<file path="config.mk">
export PLATFORM = sky130hd
export DESIGN_NAME = sadc_ctrl
export DESIGN_NICKNAME = d
export VERILOG_FILES = /design/src/hdl/sadc_pkg.sv /design/src/hdl/sadc_ctrl.sv
export SDC_FILE = /design/constraint.sdc
export NUM_CORES = 1
export LEC_CHECK = 0
export BUFFER_PORTS_ARGS = -buffer_cell sky130_fd_sc_hd__buf_2
export CAP_MARGIN = 10
export CORE_ASPECT_RATIO = 0.8
export CORE_UTILIZATION = 53
export CTS_CLUSTER_DIAMETER = 80
export DETAILED_ROUTE_END_ITERATION = 6
export PLACE_DENSITY_LB_ADDON = 0.2
export SYNTH_ARGS = -nofsm -noshare
export SYNTH_HDL_FRONTEND = slang
export SYNTH_SLANG_ARGS = --single-unit
</file>
<file path="constraint.sdc">
create_clock -name clock -period 2.4 [get_ports clock]
set_clock_uncertainty 0.1 [all_clocks]
set_input_delay 0 -clock clock [delete_from_list [all_inputs] [get_ports clock]]
set_output_delay 0 -clock clock [all_outputs]
set_load 0.05 [all_outputs]
</file>
<file path="src/hdl/sadc_pkg.sv">
// Shared types and constants of the set-associative data cache with victim cache.
`timescale 1ns / 1ps
package sadc_pkg;

   localparam logic [1:0] OP_LOAD   = 2'd0;
   localparam logic [1:0] OP_STORE  = 2'd1;
   localparam logic [1:0] OP_MODIFY = 2'd2;
   localparam logic [1:0] OP_REFILL = 2'd3;

   localparam logic [1:0] KIND_RESP  = 2'd0;
   localparam logic [1:0] KIND_WRITE = 2'd1;
   localparam logic [1:0] KIND_READ  = 2'd2;

   localparam logic [15:0] LFSR_TAPS = 16'hB400;
   localparam int IDX_W = 16;

   typedef struct packed {
      logic [1:0]  opcode;
      logic [63:0] address;
      logic [1:0]  size_code;
      logic [63:0] store_data;
      logic [63:0] refill_word;
   } req_type;

   typedef struct packed {
      logic [1:0]  kind;
      logic        hit;
      logic [63:0] load_data;
      logic [63:0] mem_address;
      logic [63:0] mem_data;
      logic        last;
   } rsp_type;

   typedef enum logic [4:0] {
      A_NONE, A_CLEAR, A_CAPT, A_FILL, A_FIN_ROW, A_FIN_SET, A_ROW_RD, A_ROW,
      A_TAG_RD, A_TAG_CMP, A_PICK, A_VPICK, A_OT_RD, A_OT, A_SW_RD, A_SW_WR,
      A_SW_FIN, A_EV_RD, A_EV_WR, A_EV_FIN, A_REQ, A_ACC_RD, A_ACC_WR
   } act_type;

   typedef struct packed {
      act_type          act;
      logic [IDX_W-1:0] idx;
      logic             last;
   } cmd_type;

   typedef struct packed {
      logic is_refill;
      logic pend_busy;
      logic fill_done;
      logic tag_match;
      logic vhit;
      logic displaced;
   } sts_type;

endpackage

</file>
<file path="src/hdl/sadc_ctrl.sv">
// Sequencing state machine of the data cache.
`timescale 1ns / 1ps
module sadc_ctrl import sadc_pkg::*; #(
   parameter int SETS  = 32,
   parameter int WAYS  = 32,
   parameter int WORDS = 2
) (
   input  logic    clock,
   input  logic    reset,
   input  logic    start,
   output logic    busy,
   input  sts_type sts,
   output cmd_type cmd
);
   typedef enum logic [23:0] {
      S_CLEAR   = 24'h000001, S_IDLE   = 24'h000002, S_CAPT   = 24'h000004,
      S_FILL    = 24'h000008, S_FILLCHK = 24'h000010, S_FIN_ROW = 24'h000020,
      S_FIN_SET = 24'h000040, S_ROW_RD = 24'h000080, S_ROW    = 24'h000100,
      S_TAG_RD  = 24'h000200, S_TAG_CMP = 24'h000400, S_PICK   = 24'h000800,
      S_VPICK   = 24'h001000, S_OT_RD  = 24'h002000, S_OT     = 24'h004000,
      S_SW_RD   = 24'h008000, S_SW_WR  = 24'h010000, S_SW_FIN = 24'h020000,
      S_EV_RD   = 24'h040000, S_EV_WR  = 24'h080000, S_EV_FIN = 24'h100000,
      S_REQ     = 24'h200000, S_ACC_RD = 24'h400000, S_ACC_WR = 24'h800000
   } state_type;

   state_type        state_ff, state_in;
   logic [IDX_W-1:0] cnt_ff, cnt_in;

   assign busy = (state_ff != S_IDLE);

   always_comb begin
      state_in = state_ff;
      cnt_in   = cnt_ff;
      cmd.act  = A_NONE;
      cmd.idx  = cnt_ff;
      cmd.last = 1'b0;
      case (state_ff)
         S_CLEAR: begin
            cmd.act = A_CLEAR;
            cnt_in  = cnt_ff + 1'b1;
            if (cnt_ff == IDX_W'(SETS - 1)) begin
               state_in = S_IDLE;
            end
         end
         S_IDLE: begin
            if (start) begin
               cmd.act  = A_CAPT;
               state_in = S_CAPT;
            end
         end
         S_CAPT: begin
            if (sts.is_refill) begin
               state_in = sts.pend_busy ? S_FILL : S_IDLE;
            end else begin
               state_in = sts.pend_busy ? S_IDLE : S_ROW_RD;
            end
         end
         S_FILL: begin
            cmd.act  = A_FILL;
            state_in = S_FILLCHK;
         end
         S_FILLCHK: state_in = sts.fill_done ? S_FIN_ROW : S_IDLE;
         S_FIN_ROW: begin
            cmd.act  = A_FIN_ROW;
            state_in = S_FIN_SET;
         end
         S_FIN_SET: begin
            cmd.act  = A_FIN_SET;
            state_in = S_ACC_RD;
         end
         S_ROW_RD: begin
            cmd.act  = A_ROW_RD;
            state_in = S_ROW;
         end
         S_ROW: begin
            cmd.act  = A_ROW;
            cnt_in   = '0;
            state_in = S_TAG_RD;
         end
         S_TAG_RD: begin
            cmd.act  = A_TAG_RD;
            state_in = S_TAG_CMP;
         end
         S_TAG_CMP: begin
            cmd.act = A_TAG_CMP;
            if (sts.tag_match) begin
               state_in = S_ACC_RD;
            end else if (cnt_ff == IDX_W'(WAYS - 1)) begin
               state_in = S_PICK;
            end else begin
               cnt_in   = cnt_ff + 1'b1;
               state_in = S_TAG_RD;
            end
         end
         S_PICK: begin
            cmd.act = A_PICK;
            cnt_in  = '0;
            if (sts.vhit) begin
               state_in = sts.displaced ? S_OT_RD : S_SW_RD;
            end else begin
               state_in = sts.displaced ? S_VPICK : S_REQ;
            end
         end
         S_VPICK: begin
            cmd.act  = A_VPICK;
            state_in = S_OT_RD;
         end
         S_OT_RD: begin
            cmd.act  = A_OT_RD;
            state_in = S_OT;
         end
         S_OT: begin
            cmd.act  = A_OT;
            cnt_in   = '0;
            state_in = sts.vhit ? S_SW_RD : S_EV_RD;
         end
         S_SW_RD: begin
            cmd.act  = A_SW_RD;
            state_in = S_SW_WR;
         end
         S_SW_WR: begin
            cmd.act = A_SW_WR;
            if (cnt_ff == IDX_W'(WORDS - 1)) begin
               state_in = S_SW_FIN;
            end else begin
               cnt_in   = cnt_ff + 1'b1;
               state_in = S_SW_RD;
            end
         end
         S_SW_FIN: begin
            cmd.act  = A_SW_FIN;
            state_in = S_ACC_RD;
         end
         S_EV_RD: begin
            cmd.act  = A_EV_RD;
            state_in = S_EV_WR;
         end
         S_EV_WR: begin
            cmd.act = A_EV_WR;
            if (cnt_ff == IDX_W'(WORDS - 1)) begin
               state_in = S_EV_FIN;
            end else begin
               cnt_in   = cnt_ff + 1'b1;
               state_in = S_EV_RD;
            end
         end
         S_EV_FIN: begin
            cmd.act  = A_EV_FIN;
            cnt_in   = '0;
            state_in = S_REQ;
         end
         S_REQ: begin
            cmd.act  = A_REQ;
            cmd.last = (cnt_ff == IDX_W'(WORDS - 1));
            if (cmd.last) begin
               state_in = S_IDLE;
            end else begin
               cnt_in = cnt_ff + 1'b1;
            end
         end
         S_ACC_RD: begin
            cmd.act  = A_ACC_RD;
            state_in = S_ACC_WR;
         end
         S_ACC_WR: begin
            cmd.act  = A_ACC_WR;
            cmd.last = 1'b1;
            state_in = S_IDLE;
         end
         default: state_in = S_IDLE;
      endcase
   end

   always_ff @(posedge clock) begin
      if (reset) begin
         state_ff <= S_CLEAR;
         cnt_ff   <= '0;
      end else begin
         state_ff <= state_in;
         cnt_ff   <= cnt_in;
      end
   end
endmodule

</file>
==> results.md <==
* Switching part of the total at 0.322
* Flop pwr share at 0.393
* Arrival time worst endpoint at 2.67 ns
* Top cells by count, synth: dfxtp_1 (40), nor2_1 (35), nor3_1 (22)
* P&R area growth vs syn at 57.4%
* Critical Path Start Type: register
* Post-synth EDFFs at 0
* CTS clk-pin slew, worst paths at 0.09 ns
* Clk_lat worst skew at 0.30 ns
* Post-Syn Area at 2940 um^2
* Hold slack at 0.0757 ns
* Initial DRC count at 711
* Die height at 68.6 um
* Main flop type after synthesis: dfxtp_1
* Final Setup Violations at 17
* Drt via density at 7.32
* CTS Root Cell: clkbuf_8
* Power density cells at 384 nW/um^2
* Die area at 5850 um^2
* Crit-path slowest cell: dfxtp_4
* Routed length per instance at 24.3 um
* CTS Buf Count at 5
* Max transition margin at 0.560
* Min-Delay Path Class: input port to register
* Share of cells above drive strength 1 at 0.497
* Crit path required time at 2.52 ns
* Placer congestion estimate at 1.01
* Largest net degree at the start of global routing at 24
* DP Wirelength at 7820 um
* Synth top area share at 0.272
* Peak fanout along the critical path at 7
* Leading post-synthesis cells by cell area: dfxtp_1 (27%), nor2_1 (4.5%), nor4_1 (4.0%)
* Net Switching at 0.000573 W
* Crit Path Class: register to register
* Antenna Cells at 0
* FF+latch count, synth at 40
* First-pass GRT wire length at 16500 um
* Die Wd at 85.3 um
* Violated checks: negative setup slack
* Max stage delay on crit path at 0.36 ns
* DRC at 0
* Achievable Freq at 393 MHz
* Combinational share of power at 0.289
* Placement Rows at 23
* Worst-margin pin slew at 0.657 ns
* H-tree depth at 2
* Starting Density at 0.567
* Critical Path, Cell by Cell: inv_1 > ha_1 > nor4b_2 > buf_4 > nand4_1 > buf_4 > nand4_1 > o211ai_1 > nor4_2 > and3_1
* Synth Area per Inst at 8.03 um^2
* Final #Nets at 515
* Core Region at 5180 um^2
* Most frequent cell after synthesis: dfxtp_1
* Critical path's top delay family: simple AND/OR/NAND/NOR gates
* Final WL at 13700 um
* Clock sink count at 40
* Ys async rst share at 0
* GRT Residual Overflow at 0
* Syn Nets at 379
* WP depth at 10
* Register area share after synthesis at 0.272
* YS warnings at 0
* Via Count at 4135
* Cell taking the most area after synthesis: dfxtp_1
* Post-layout min period at 2.55 ns
* CTS tree: built
* Final-report max-slew violation count at 0
* Final WS setup at -0.146 ns
* Fin crit share at 1.06
* Worst path bufs/invs at 3
* ANT nets after route at 0
* Maximum Capacitance Violations at 0
* Initial antenna violation count at 0
* RSZ-0062 raised after global routing: true
* Final-report hold violation count at 0
* Pleak at 2.04 nW
* Status: complete, but fails checks
* Total GRT Usage at 0.373
* Max Root-Sink Buffers at 2
* Number of global-route vias before repair at 3152
* Total iterations of the first detailed-routing run at 5
* Port Buffer Count at 31
* Setup WS pre-CTS at -0.0276 ns
* CP Capture Type: register
* Unique cell type count in the Yosys netlist at 59
* Clk network pwr share at 0.318
* Worst Hold Depth at 3
* I/O pin count at 32
* Reg2Reg Depth at 10
* Max rail drop VDD at 0.415 mV
* Pint at 0.00120 W
* Post-Syn Instances at 366
worst paths after layout:
path	start	end	slack (ns)
setup / recovery	cnt_ff[1]	state_ff[16]	-0.15
hold / removal	start	state_ff[1]	0.08
hold reg to reg	cnt_ff[11]	cnt_ff[11]	0.46
setup reg to reg	cnt_ff[1]	state_ff[16]	-0.15
cell families after synthesis:
family                   count (synthesis)  synth area share
flip-flops                              40             0.272
AND/OR/NAND/NOR                        207             0.445
XOR/XNOR                                 9            0.0268
AO/OA/AOI/OAI                           69             0.176
buffers and inverters                   37            0.0626
adder cells (fa/ha/maj)                  4            0.0170
cells in the final DEF, fill, tap and decap left out, types with 5 or more instances in the layout:
master / instances
inv_1: 13
nand2_1: 20
nor2_2: 5
dfxtp_1: 21
nor2_1: 29
nor4_4: 9
nor3b_1: 5
nand3b_1: 6
o31ai_2: 5
buf_2: 25
o21ai_0: 5
dfxtp_2: 15
nor4_2: 7
a21oi_1: 9
a21o_1: 6
or4_4: 8
nor4_1: 9
clkbuf_8: 5
a22oi_1: 5
nand4b_1: 5
nand4_1: 13
nor3_4: 7
buf_6: 22
nor4b_1: 7
nor3_1: 15
buf_4: 100
o211ai_1: 5
nand3_1: 17
repair_timing:
item,in CTS,in global routing
hold buffers,4,0
pin swaps,11,47
endpoints found under the setup margin,12,28
resized for setup,29,82
endpoints found under the hold margin,7,0
buffers inserted,15,22
cell type report:
type | count | area (um^2)
multi-input cells | 289 | 2350
clock buffers | 5 | 68.8
repair buffers | 153 | 1200
flip-flops and latches | 40 | 835
clock inverters | 3 | 42.5
inverters | 13 | 48.8
well taps | 62 | 77.6
fillers | 237 | 553
power by group through the flow:
stage | logic (W) | registers [W] | clock network (W)
2_1_floorplan | 0.000196 | 0.000751 | 0
3_3_place_gp | 0.000378 | 0.000717 | 0
3_5_place_dp | 0.000386 | 0.000718 | 0
4_1_cts | 0.000414 | 0.000703 | 0.000567
5_1_grt | 0.000529 | 0.000699 | 0.000607
6_report | 0.000514 | 0.000698 | 0.000565
flip-flops by register name, summed over array words and instances, names as in the netlist:
name      count
cnt_ff       16
state_ff     24
layer usage:
layer	global-route usage	share of wire
met5	0	0
met4	0.102	0.055
met3	0.104	0.15
met2	0.552	0.43
met1	0.530	0.36
metrics by stage:
| stage | power [W] | util | instances | area (um^2) | TNS, ns |
|---|---|---|---|---|---|
| detailed placement | 0.00110 | 0.719 | 517 | 3720 | -0.0565 |
| floorplan | 0.000947 | - | 366 | 3010 | -3.63 |
| global route | 0.00183 | 0.893 | 565 | 4630 | -1.57 |
| global placement | 0.00110 | 0.719 | 517 | 3720 | -0.0165 |
| CTS | 0.00168 | 0.794 | 544 | 4110 | -0.0101 |
| finish | 0.00178 | 0.893 | 565 | 4630 | -0.674 |
worst register-to-register path: cells and delay by family (launching register included):
| family | cells | cell delay (ns) |
|---|---|---|
| buffers and inverters | 3 | 0.47 |
| and+or+nand+nor | 5 | 1.18 |
| adders and majority gates | 1 | 0.17 |
| AOI/OAI and AO/OA | 1 | 0.19 |
| DFF | 1 | 0.36 |
Power figures use the tool's default switching activity.
